<file path="config.mk">
export PLATFORM = sky130hd
export DESIGN_NAME = rbis_ctrl
export DESIGN_NICKNAME = d
export VERILOG_FILES = /design/src/hw/rtl/rbis_pkg.sv /design/src/hw/rtl/rbis_ctrl.sv
export SDC_FILE = /design/constraint.sdc
export NUM_CORES = 1
export LEC_CHECK = 0
export ABC_CLOCK_PERIOD_IN_PS = 8670
export BUFFER_PORTS_ARGS = -buffer_cell sky130_fd_sc_hd__buf_4
export CAP_MARGIN = 5
export CORE_MARGIN = 2
export CORE_UTILIZATION = 60
export DETAILED_ROUTE_END_ITERATION = 10
export HOLD_SLACK_MARGIN = 0.06
export PLACE_DENSITY = 0.91
export SETUP_SLACK_MARGIN = 0.4
export SLEW_MARGIN = 20
export SYNTH_ARGS = -nofsm -noshare
export SYNTH_HDL_FRONTEND = slang
export SYNTH_SLANG_ARGS = --single-unit
</file>
<file path="constraint.sdc">
create_clock -name clk -period 8.67 [get_ports clk]
set_clock_uncertainty 0.15 [all_clocks]
set_input_delay 0.4335 -clock clk [delete_from_list [all_inputs] [get_ports clk]]
set_output_delay 0.4335 -clock clk [all_outputs]
set_load 0.02 [all_outputs]
</file>
<file path="src/hw/rtl/rbis_pkg.sv">
// Shared types, constants and the arithmetic sequence of the rigid body integration step.
`timescale 1ns / 1ps
package rbis_pkg;

	localparam int unsigned ACC_W       = 52;
	localparam int unsigned CNT_W       = 6;
	localparam int unsigned UOP_COUNT   = 62;
	localparam int unsigned UOP_BUILD_R = 20;
	localparam int unsigned SQRT_STEPS  = 32;
	localparam int unsigned DIV_STEPS   = 31;

	localparam logic signed [31:0] ONE_Q30       = 32'sh4000_0000;
	localparam logic signed [32:0] GRAVITY_FIXED = 33'sd642908;

	localparam logic [16:0]        RST_TIME_STEP    = 17'd1092;
	localparam logic [30:0]        RST_INVERSE_MASS = 31'd65536;
	localparam logic signed [31:0] RST_INV_DIAG     = 32'sd65536;

	typedef enum logic [2:0] {
		CFG_TIME_STEP    = 3'd0,
		CFG_INVERSE_MASS = 3'd1,
		CFG_INV_XX       = 3'd2,
		CFG_INV_YY       = 3'd3,
		CFG_INV_ZZ       = 3'd4,
		CFG_INV_XY       = 3'd5,
		CFG_INV_XZ       = 3'd6,
		CFG_INV_YZ       = 3'd7
	} cfg_idx_t;

	// operand sources of the shared multiplier
	typedef enum logic [3:0] {
		GRP_F, GRP_T, GRP_DT, GRP_DT2, GRP_IM, GRP_AV, GRP_Q, GRP_R,
		GRP_II, GRP_BV, GRP_CV, GRP_HV, GRP_MOM, GRP_GRAV
	} grp_t;

	typedef enum logic [1:0] {SH_16, SH_17, SH_30} shift_t;

	typedef enum logic [2:0] {BS_ZERO, BS_ACC, BS_PV, BS_MOM, BS_Q} base_t;

	typedef enum logic [3:0] {
		D_NONE, D_DT2, D_AV, D_POS, D_MOM, D_TMP, D_BV, D_CV, D_HV, D_NQ
	} dst_t;

	typedef struct packed {
		grp_t       a_grp;
		logic [3:0] a_idx;
		grp_t       b_grp;
		logic [3:0] b_idx;
		shift_t     sh;
		base_t      base;
		logic       neg;
		dst_t       dst;
		logic [3:0] dst_idx;
	} uop_t;

	typedef enum logic [4:0] {
		OP_NONE, OP_LOAD, OP_PLACE, OP_MUL, OP_ACC, OP_BUILD_R, OP_NORM_LOAD,
		OP_SHR, OP_SHL, OP_SQ_MUL, OP_SQ_ACC, OP_SQRT_INIT, OP_SQRT_STEP,
		OP_DIV_INIT, OP_DIV_STEP, OP_DIV_DONE, OP_IDENT, OP_OUT
	} op_t;

	typedef struct packed {
		op_t        op;
		uop_t       uop;
		logic [1:0] part;
	} cmd_t;

	typedef struct packed {
		logic nq_zero;
		logic need_shr;
		logic need_shl;
	} status_t;

	// quaternion index pairs of the rotation temporaries xx yy zz xy xz yz wx wy wz
	localparam logic [1:0] TMP_A [9] = '{2'd1, 2'd2, 2'd3, 2'd1, 2'd1, 2'd2, 2'd0, 2'd0, 2'd0};
	localparam logic [1:0] TMP_B [9] = '{2'd1, 2'd2, 2'd3, 2'd2, 2'd3, 2'd3, 2'd1, 2'd2, 2'd3};
	// row-major inverse inertia to register slot xx yy zz xy xz yz
	localparam logic [2:0] II_MAP [9] = '{3'd0, 3'd3, 3'd4, 3'd3, 3'd1, 3'd5, 3'd4, 3'd5, 3'd2};
	// Hamilton product terms q*h, three per output part
	localparam logic [1:0] NQ_A [12] = '{2'd1, 2'd2, 2'd3, 2'd0, 2'd2, 2'd3,
		2'd0, 2'd1, 2'd3, 2'd0, 2'd1, 2'd2};
	localparam logic [1:0] NQ_B [12] = '{2'd0, 2'd1, 2'd2, 2'd0, 2'd2, 2'd1,
		2'd1, 2'd2, 2'd0, 2'd2, 2'd1, 2'd0};
	localparam logic NQ_NEG [12] = '{1'b1, 1'b1, 1'b1, 1'b0, 1'b0, 1'b1,
		1'b0, 1'b1, 1'b0, 1'b0, 1'b0, 1'b1};

	function automatic logic signed [31:0] sat32(input logic signed [ACC_W-1:0] v);
		logic signed [31:0] r;
		if (v > ACC_W'(64'sd2147483647))
			r = 32'sh7FFF_FFFF;
		else if (v < ACC_W'(-64'sd2147483648))
			r = 32'sh8000_0000;
		else
			r = v[31:0];
		return r;
	endfunction

	function automatic uop_t mk(input grp_t ag, input logic [3:0] ai, input grp_t bg,
		input logic [3:0] bi, input shift_t sh, input base_t bs, input logic ng,
		input dst_t d, input logic [3:0] di);
		uop_t u;
		u.a_grp = ag; u.a_idx = ai; u.b_grp = bg; u.b_idx = bi;
		u.sh = sh; u.base = bs; u.neg = ng; u.dst = d; u.dst_idx = di;
		return u;
	endfunction

	function automatic logic [1:0] third(input logic [3:0] k);
		logic [1:0] i;
		if (k >= 4'd9)
			i = 2'd3;
		else if (k >= 4'd6)
			i = 2'd2;
		else if (k >= 4'd3)
			i = 2'd1;
		else
			i = 2'd0;
		return i;
	endfunction

	// one multiply-accumulate of the step sequence
	function automatic uop_t uop_at(input logic [CNT_W-1:0] step);
		uop_t u;
		logic [3:0] k;
		logic [1:0] i;
		logic [1:0] j;
		logic [3:0] rij;
		logic [3:0] rji;
		u = mk(GRP_DT, 4'd0, GRP_DT, 4'd0, SH_16, BS_ZERO, 1'b0, D_NONE, 4'd0);
		k = 4'd0;
		i = 2'd0;
		j = 2'd0;
		if (step == 6'd0) begin
			u = mk(GRP_DT, 4'd0, GRP_DT, 4'd0, SH_16, BS_ZERO, 1'b0, D_DT2, 4'd0);
		end else if (step <= 6'd7) begin
			case (step)
				6'd1: u = mk(GRP_F, 4'd0, GRP_IM, 4'd0, SH_16, BS_ZERO, 1'b0, D_AV, 4'd0);
				6'd2: u = mk(GRP_AV, 4'd0, GRP_DT2, 4'd0, SH_16, BS_PV, 1'b0, D_POS, 4'd0);
				6'd3: u = mk(GRP_F, 4'd1, GRP_IM, 4'd0, SH_16, BS_ZERO, 1'b0, D_AV, 4'd0);
				6'd4: u = mk(GRP_AV, 4'd0, GRP_DT2, 4'd0, SH_16, BS_PV, 1'b0, D_NONE, 4'd1);
				6'd5: u = mk(GRP_GRAV, 4'd0, GRP_DT2, 4'd0, SH_16, BS_ACC, 1'b1, D_POS, 4'd1);
				6'd6: u = mk(GRP_F, 4'd2, GRP_IM, 4'd0, SH_16, BS_ZERO, 1'b0, D_AV, 4'd0);
				6'd7: u = mk(GRP_AV, 4'd0, GRP_DT2, 4'd0, SH_16, BS_PV, 1'b0, D_POS, 4'd2);
				default: u = mk(GRP_DT, 4'd0, GRP_DT, 4'd0, SH_16, BS_ZERO, 1'b0, D_NONE, 4'd0);
			endcase
		end else if (step <= 6'd10) begin
			k = 4'(step - 6'd8);
			u = mk(GRP_T, k, GRP_DT, 4'd0, SH_16, BS_MOM, 1'b0, D_MOM, k);
		end else if (step <= 6'd19) begin
			k = 4'(step - 6'd11);
			u = mk(GRP_Q, {2'b0, TMP_A[k]}, GRP_Q, {2'b0, TMP_B[k]}, SH_30, BS_ZERO, 1'b0,
				D_TMP, k);
		end else if (step <= 6'd46) begin
			if (step <= 6'd28)
				k = 4'(step - 6'd20);
			else if (step <= 6'd37)
				k = 4'(step - 6'd29);
			else
				k = 4'(step - 6'd38);
			i = third(k);
			j = 2'(k - {1'b0, i, 1'b0} - {2'b0, i});
			rij = 4'({i, 1'b0} + {2'b0, i} + {2'b0, j});
			rji = 4'({j, 1'b0} + {2'b0, j} + {2'b0, i});
			if (step <= 6'd28)
				u = mk(GRP_R, rji, GRP_MOM, {2'b0, j}, SH_30,
					(j == 2'd0) ? BS_ZERO : BS_ACC, 1'b0,
					(j == 2'd2) ? D_BV : D_NONE, {2'b0, i});
			else if (step <= 6'd37)
				u = mk(GRP_II, {1'b0, II_MAP[rij]}, GRP_BV, {2'b0, j}, SH_16,
					(j == 2'd0) ? BS_ZERO : BS_ACC, 1'b0,
					(j == 2'd2) ? D_CV : D_NONE, {2'b0, i});
			else
				u = mk(GRP_R, rij, GRP_CV, {2'b0, j}, SH_30,
					(j == 2'd0) ? BS_ZERO : BS_ACC, 1'b0,
					(j == 2'd2) ? D_HV : D_NONE, {2'b0, i});
		end else if (step <= 6'd49) begin
			k = 4'(step - 6'd47);
			u = mk(GRP_HV, k, GRP_DT, 4'd0, SH_17, BS_ZERO, 1'b0, D_HV, k);
		end else if (step <= 6'd61) begin
			k = 4'(step - 6'd50);
			i = third(k);
			u = mk(GRP_Q, {2'b0, NQ_A[k]}, GRP_HV, {2'b0, NQ_B[k]}, SH_16,
				(k == 4'({i, 1'b0} + {2'b0, i})) ? BS_Q : BS_ACC, NQ_NEG[k],
				D_NQ, {2'b0, i});
		end
		return u;
	endfunction

endpackage

</file>
<file path="src/hw/rtl/rbis_ctrl.sv">
// Sequencer of the integration step: issues datapath commands and owns both handshakes.
`timescale 1ns / 1ps
module rbis_ctrl (
	input  logic             clk,
	input  logic             arst_n,
	input  logic             in_valid,
	input  logic             in_place,
	output logic             in_ready,
	output logic             out_valid,
	input  logic             out_ready,
	input  rbis_pkg::status_t status,
	output rbis_pkg::cmd_t   cmd
);
	import rbis_pkg::*;

	typedef enum logic [14:0] {
		ST_IDLE   = 15'b000000000000001,
		ST_PLACE  = 15'b000000000000010,
		ST_MUL    = 15'b000000000000100,
		ST_ACC    = 15'b000000000001000,
		ST_BUILD  = 15'b000000000010000,
		ST_NLOAD  = 15'b000000000100000,
		ST_NSHIFT = 15'b000000001000000,
		ST_SQMUL  = 15'b000000010000000,
		ST_SQACC  = 15'b000000100000000,
		ST_SQINIT = 15'b000001000000000,
		ST_SQSTEP = 15'b000010000000000,
		ST_DINIT  = 15'b000100000000000,
		ST_DSTEP  = 15'b001000000000000,
		ST_DDONE  = 15'b010000000000000,
		ST_FINISH = 15'b100000000000000
	} state_t;

	state_t state_q, state_d;
	logic [CNT_W-1:0] cnt_q, cnt_d;
	logic [1:0] part_q, part_d;
	logic out_valid_q;

	assign in_ready  = (state_q == ST_IDLE);
	assign out_valid = out_valid_q;

	always_comb begin
		state_d  = state_q;
		cnt_d    = cnt_q;
		part_d   = part_q;
		cmd.op   = OP_NONE;
		cmd.uop  = uop_at(cnt_q);
		cmd.part = part_q;
		case (state_q)
			ST_IDLE: begin
				if (in_valid) begin
					cmd.op  = OP_LOAD;
					cnt_d   = '0;
					state_d = in_place ? ST_PLACE : ST_MUL;
				end
			end
			ST_PLACE: begin
				cmd.op  = OP_PLACE;
				state_d = ST_FINISH;
			end
			ST_MUL: begin
				cmd.op  = OP_MUL;
				state_d = ST_ACC;
			end
			ST_ACC: begin
				cmd.op = OP_ACC;
				if (cnt_q == CNT_W'(UOP_COUNT - 1)) begin
					state_d = ST_NLOAD;
				end else begin
					cnt_d   = cnt_q + 1'b1;
					state_d = (cnt_q == CNT_W'(UOP_BUILD_R - 1)) ? ST_BUILD : ST_MUL;
				end
			end
			ST_BUILD: begin
				cmd.op  = OP_BUILD_R;
				state_d = ST_MUL;
			end
			ST_NLOAD: begin
				cmd.op  = OP_NORM_LOAD;
				state_d = ST_NSHIFT;
			end
			ST_NSHIFT: begin
				if (status.nq_zero) begin
					cmd.op  = OP_IDENT;
					state_d = ST_FINISH;
				end else if (status.need_shr) begin
					cmd.op = OP_SHR;
				end else if (status.need_shl) begin
					cmd.op = OP_SHL;
				end else begin
					part_d  = 2'd0;
					state_d = ST_SQMUL;
				end
			end
			ST_SQMUL: begin
				cmd.op  = OP_SQ_MUL;
				state_d = ST_SQACC;
			end
			ST_SQACC: begin
				cmd.op = OP_SQ_ACC;
				part_d = part_q + 1'b1;
				state_d = (part_q == 2'd3) ? ST_SQINIT : ST_SQMUL;
			end
			ST_SQINIT: begin
				cmd.op  = OP_SQRT_INIT;
				cnt_d   = '0;
				state_d = ST_SQSTEP;
			end
			ST_SQSTEP: begin
				cmd.op = OP_SQRT_STEP;
				cnt_d  = cnt_q + 1'b1;
				if (cnt_q == CNT_W'(SQRT_STEPS - 1)) begin
					part_d  = 2'd0;
					state_d = ST_DINIT;
				end
			end
			ST_DINIT: begin
				cmd.op  = OP_DIV_INIT;
				cnt_d   = '0;
				state_d = ST_DSTEP;
			end
			ST_DSTEP: begin
				cmd.op = OP_DIV_STEP;
				cnt_d  = cnt_q + 1'b1;
				if (cnt_q == CNT_W'(DIV_STEPS - 1))
					state_d = ST_DDONE;
			end
			ST_DDONE: begin
				cmd.op  = OP_DIV_DONE;
				part_d  = part_q + 1'b1;
				state_d = (part_q == 2'd3) ? ST_FINISH : ST_DINIT;
			end
			ST_FINISH: begin
				if (!out_valid_q || out_ready) begin
					cmd.op  = OP_OUT;
					state_d = ST_IDLE;
				end
			end
			default: state_d = ST_IDLE;
		endcase
	end

	always_ff @(posedge clk or negedge arst_n) begin
		if (!arst_n) begin
			state_q     <= ST_IDLE;
			cnt_q       <= '0;
			part_q      <= 2'd0;
			out_valid_q <= 1'b0;
		end else begin
			state_q <= state_d;
			cnt_q   <= cnt_d;
			part_q  <= part_d;
			if (cmd.op == OP_OUT)
				out_valid_q <= 1'b1;
			else if (out_ready)
				out_valid_q <= 1'b0;
		end
	end

endmodule

</file>
---- Word level (Yosys, flattened, before mapping) ----
Memories as Yosys holds them, arrays and structs flattened.
Cells that the tools add are included.
word-level totals
  register bits after elaboration ......... 24
  memory bits (read-only) ................. 192
  bits of input ports ..................... 8
  output and inout bits ................... 39
  logic and storage cells ................. 180
  memories ................................ 6
cells by class
  add/sub/neg operators ................... 16
  magnitude comparators ................... 17
  equality and inequality tests ........... 40
  muxes and demuxes ....................... 81
  bitwise logic cells ..................... 3
  reduce and logical (&&, ||, !) cells .... 13
memories
  memory            depth  bits a word  read ports  clocked after Yosys merged registers in  write ports  line             text
  (name not given)  16     3            1           0                                        0            rbis_pkg.sv:168  u = mk(GRP_II, {1'b0, II_MAP[rij]}, GRP_BV, {2'b0, j}, SH_16,
  (name not given)  16     2            1           0                                        0            rbis_pkg.sv:181  u = mk(GRP_Q, {2'b0, NQ_A[k]}, GRP_HV, {2'b0, NQ_B[k]}, SH_16,
  (name not given)  16     2            1           0                                        0            rbis_pkg.sv:181
  (name not given)  16     2            1           0                                        0            rbis_pkg.sv:150  u = mk(GRP_Q, {2'b0, TMP_A[k]}, GRP_Q, {2'b0, TMP_B[k]}, SH_30, BS_ZERO, 1'b0,
  (name not given)  16     2            1           0                                        0            rbis_pkg.sv:150
  (name not given)  16     1            1           0                                        0            rbis_pkg.sv:182  (k == 4'({i, 1'b0} + {2'b0, i})) ? BS_Q : BS_ACC, NQ_NEG[k],
operator list
  operator                                               number
  2-to-1 mux 30 bit                                      8
  case mux 15 bit (15 select lines)                      1
  case mux 30 bit (7 select lines)                       1
  2-to-1 mux 15 bit                                      8
  case mux 5 bit (15 select lines)                       1
  2-to-1 mux 2 bit                                       28
  2-to-1 mux 4 bit                                       10
  2-to-1 mux 29 bit                                      1
  equality test 6 x 3 -> 1 bit, second input constant    4
  less-or-equal comparator 6 bit, second input constant  4
  case mux 6 bit (4 select lines)                        1
  equality test 6 x 5 -> 1 bit, second input constant    3
  2-to-1 mux 3 bit                                       6
  2-to-1 mux 6 bit                                       3
  != test 2 bit, second input constant                   8
  subtractor 4 bit, second input constant                4
  equality test 15 x 1 -> 1 bit, second input constant   1
  equality test 15 x 10 -> 1 bit, second input constant  1
  equality test 15 x 11 -> 1 bit, second input constant  1
  equality test 15 x 12 -> 1 bit, second input constant  1
  equality test 15 x 13 -> 1 bit, second input constant  1
  equality test 15 x 14 -> 1 bit, second input constant  1
  equality test 15 bit, second input constant            1
  equality test 15 x 2 -> 1 bit, second input constant   1
  other kinds (44)                                       71

---- Depth between registers and ports, before layout ----
  depth after elaboration ................. 31
  gate-level depth with buffers ........... 22
  depth with buffers taken out ............ 21

---- Least setup slack after synthesis ----
OpenSTA, ideal clock, no wires.
  path kind ............................... reg-to-output
  start ................................... register cnt_q[1]
  end ..................................... output port cmd[25] in the netlist's numbering
  arrival time ............................ 5.821 ns
  required time ........................... 8.087 ns
  setup slack ............................. 2.266 ns
  cell stages (with the launch flop) ...... 23
  buffers on the path ..................... 1
  cells stage by stage .................... dfrtp_1 > buf_2 > inv_1 > ha_1 > and2b_1 > o211a_4 > nor2_1 > xnor2_1 > inv_1 > ha_1 > o31ai_4 > o21ai_0 > a32oi_1 > ha_1 > xnor2_1 > xnor2_4 > fa_1 > ha_1 > xnor2_1 > inv_1 > xnor2_1 > o2111a_1 > o31ai_2
RTL lines
  item                      line              text
  start: declaration        rbis_ctrl.sv:35   logic [CNT_W-1:0] cnt_q, cnt_d;
  start signal: assignment  rbis_ctrl.sv:151  cnt_q <= cnt_d;
  end: declaration          rbis_ctrl.sv:12   output rbis_pkg::cmd_t cmd

==> reports/metrics.yaml <==
clkSinkCount: 24
area_growth_syn_to_layout_pct: 9.22
status: "completed"
netlist_top_cells_count: "55 x nand2_1, 31 x a21oi_1, 31 x o21ai_0"
synth_ff_type: "dfrtp_1"
cpPeakStageDelay_ns: 0.94
endpoint_kind: "primary output"
antenna_found_initial: 0
p_sw_share_pct: 48.9
fmax_mhz: 129
worstRegToRegCells: 8
grt_usage_pct: 33.9
layout_min_cycle_time_ns: 7.73
final_cells: 562
cts_max_path_buffers: 2
cts.htree.levels: 1
clk_latency_ns: 0.27
postSynthCellCount: 466
crit_chain: "inv_1 -> ha_1 -> and2b_1 -> o211a_4 -> nor2_1 -> xnor2_1 -> inv_1 -> ha_1 -> o31ai_4 -> o21ai_0 -> a32oi_1 -> ha_1 -> xnor2_1 -> xnor2_4 -> fa_1 -> ha_1 -> xnor2_1 -> inv_1 -> xnor2_1 -> o2111a_1 -> o31ai_2 -> buf_4"
finalNetCount: 525
required_ns: 8.09
start_util_pct: 61.8
synth_seq_cells: 24
dp_cells: 557
reg2reg_slack_ns: 5.59
holdPathEnd: "state_q[1]"
ys_warn_count: 0
hold_path.startpoint: "in_place"
cap_violations: 0
portBuffers: 44
drive_above_1_share_pct: 16.0
cpLargestDelayFamily: "compound AO/OA/AOI/OAI gates"
dr.pass1.iters: 6
die_h_um: 81.9
max_slew.worst_pin.slew_ns: 0.945
critPathLaunchType: "flip-flop"
ioPinCount: 47
totalWireLength_um: 11100
seq_power_share_pct: 27.5
rows: 28
timing.rr.end: "state_q[2]"
yosysMostFrequentCell: "nand2_1"
drc: 0
p_total_mw: 0.561
grt_max_degree: 28
critPathKind: "flip-flop to primary output"
whs_path_depth: 2
clk_pin_slew_worst_paths_ns: 0.08
hp-class: "input port to flip-flop"
synth_cell_type_count: 91
avgSynthCellArea_sq_um: 7.81
synth.area.top_cells: "dfrtp_1 16%, ha_1 8.9%, nand2_1 5.7%, a21oi_1 4.3%, o21ai_0 4.3%"
wl_per_cell_um: 19.8
p_int_mw: 0.287
rsz0062_at_grt: "no"
setup_viol: 0
switching_power_mw: 0.274
cts_buffers: 3
seq_area_frac_synth_pct: 16.5
antenna_cells: 0
place_congestion: 0.967
seqCellArea_sq_um: 603
fp.dieW_um: 81.9
multi_input_area_sq_um: 2820
r2r-start: "cnt_q[3]"
dp_slack_ns: 1.14
worst_slack_ns: 0.944
syn_area_sq_um: 3640
setup-tns-final_ns: 0
yosysTopAreaCellShare_pct: 15.8
cpMaxStageDelayCell: "dfrtp_1"
timing.final.crit_share_pct: 89.1
dpl.hpwl_um: 8580
first_global_vias: 3563
viasPerCell: 7.02
synth_edf_count: 0
ant_nets: 0
die_area_sq_um: 6700
max_slew_margin_pct: 37.0
leakagePower_nw: 1.68
cp_max_fo: 25
powerDensity_nw_per_um2: 141
hold_viol_final: 0
path_buf_inv: 4
slew_violations: 0
cts_tree: "built"
root_buffer: "clkbuf_8"
fillers: 485
grt.overflow.total: 0
pwr-share-clk_pct: 12.1
vias: 3945
core_sq_um: 5890
yosysTopAreaCell: "dfrtp_1"
ys_async_sr_fraction_pct: 100
p_comb_share_pct: 60.4
drt_iter0_markers: 422
crit_arrival_ns: 7.14
grt_pass1_wl_um: 17700
peakVddDrop_v: 0.000161
cell families after synthesis:
logic type      count (synthesis)  synth area share [%]
simple gates                  205                  32.4
xor+xnor                       16                  4.37
other cells                     1                 0.103
fa+ha+maj                      29                  10.6
flops                          24                  16.5
buf+inv                        47                  5.95
compound gates                136                  27.8
mux                             8                  2.27
power groups by stage:
| stage | clock [mW] | sequential [mW] | combinational [mW] |
|---|---|---|---|
| 2_1_floorplan | 0 | 0.135 | 0.262 |
| 4_1_cts | 0.0684 | 0.154 | 0.333 |
| 3_5_place_dp | 0 | 0.156 | 0.331 |
| 6_report | 0.0677 | 0.155 | 0.339 |
| 5_1_grt | 0.0754 | 0.157 | 0.366 |
| 3_3_place_gp | 0 | 0.154 | 0.319 |
metrics by stage:
stage | utilization [%] | area, sq um | hold WS, ns
floorplan | - | 3640 | -0.0121
global placement | 66.6 | 3920 | 0.196
detailed placement | 66.6 | 3920 | 0.197
CTS | 67.5 | 3970 | 0.284
global route | 67.5 | 3970 | 0.284
finish | 67.5 | 3970 | 0.286
worst max-delay path by stage:
stage               endpoint  cells after the start      from
finish               cmd[25]                     22  cnt_q[3]
global route         cmd[24]                     22  cnt_q[3]
CTS                  cmd[24]                     22  cnt_q[0]
detailed placement   cmd[25]                     22  cnt_q[0]
global placement     cmd[25]                     22  cnt_q[0]
floorplan            cmd[25]                     22  cnt_q[1]
worst register-to-register path, stage by stage (launching register included):
cell and delay, ns:
dfrtp_1 0.94, ha_1 0.54, and3b_1 0.24, nand2_1 0.06, nand4_1 0.19, nand2_1 0.07, nor4_1 0.38, nand2_1 0.29
nor2_1 0.15
cells in the final DEF (no fill, tap or decap), types with 3 or more instances in the layout:
| cell type | synthesis | layout |
|---|---|---|
| o221ai_1 | 4 | 4 |
| and4_1 | 3 | 3 |
| nor3b_1 | 4 | 4 |
| a211oi_1 | 4 | 4 |
| nor4b_1 | 6 | 6 |
| nor3_2 | 3 | 3 |
| nor2b_1 | 9 | 9 |
| o21a_1 | 3 | 3 |
| nand4b_1 | 3 | 3 |
| o31ai_4 | 4 | 4 |
| o21ai_0 | 31 | 31 |
| a31oi_1 | 4 | 4 |
| nor3_1 | 14 | 14 |
| or2_2 | 4 | 4 |
| nor4_1 | 4 | 4 |
| nand2_1 | 55 | 55 |
| fa_1 | 3 | 3 |
| dfrtp_1 | 23 | 22 |
| nand3b_1 | 6 | 6 |
| mux2i_1 | 6 | 6 |
| and3b_1 | 3 | 3 |
| nand4_1 | 10 | 10 |
| a221oi_1 | 5 | 5 |
| o31ai_1 | 3 | 3 |
| clkbuf_8 | 0 | 3 |
| nor2_1 | 30 | 30 |
| and2_1 | 9 | 9 |
| and3_1 | 5 | 5 |
| ha_1 | 26 | 26 |
| o211ai_1 | 3 | 3 |
| nand3_1 | 13 | 13 |
| inv_1 | 17 | 17 |
| xnor2_1 | 9 | 9 |
| a21oi_1 | 31 | 31 |
| buf_4 | 5 | 44 |
| xor2_1 | 6 | 6 |
| nand2b_1 | 6 | 6 |
state kept, by name, summed over array words and instances (netlist names):
register / cells
out_valid: 1
part_q: 2
cnt_q: 6
state_q: 15
repair_timing:
item | in CTS | in global routing
endpoints found under the hold margin | 23 | 0
setup buffers | 0 | 0
endpoints found under the setup margin | 0 | 3
resized for setup | 0 | 1
hold buffers | 1 | 0
metal layers:
layer,vias to the layer above,wire length (um),part of all wire [%],GRT usage (%)
met2,267,5240,47,54.8
met5,-,0,0,0
li1,1780,-,-,-
met1,1861,4490,40,46.0
met3,37,1150,10,6.15
met4,0,260,2.3,9.67
cell type report:
class | count | share of cell area, %
clock buffer | 4 | 1.13
inverter | 18 | 1.70
multi-input combinational | 396 | 71.1
sequential | 24 | 15.2
tap | 75 | 2.36
timing repair buffer | 45 | 8.56
No activity file was read; power rests on OpenSTA's default activity.
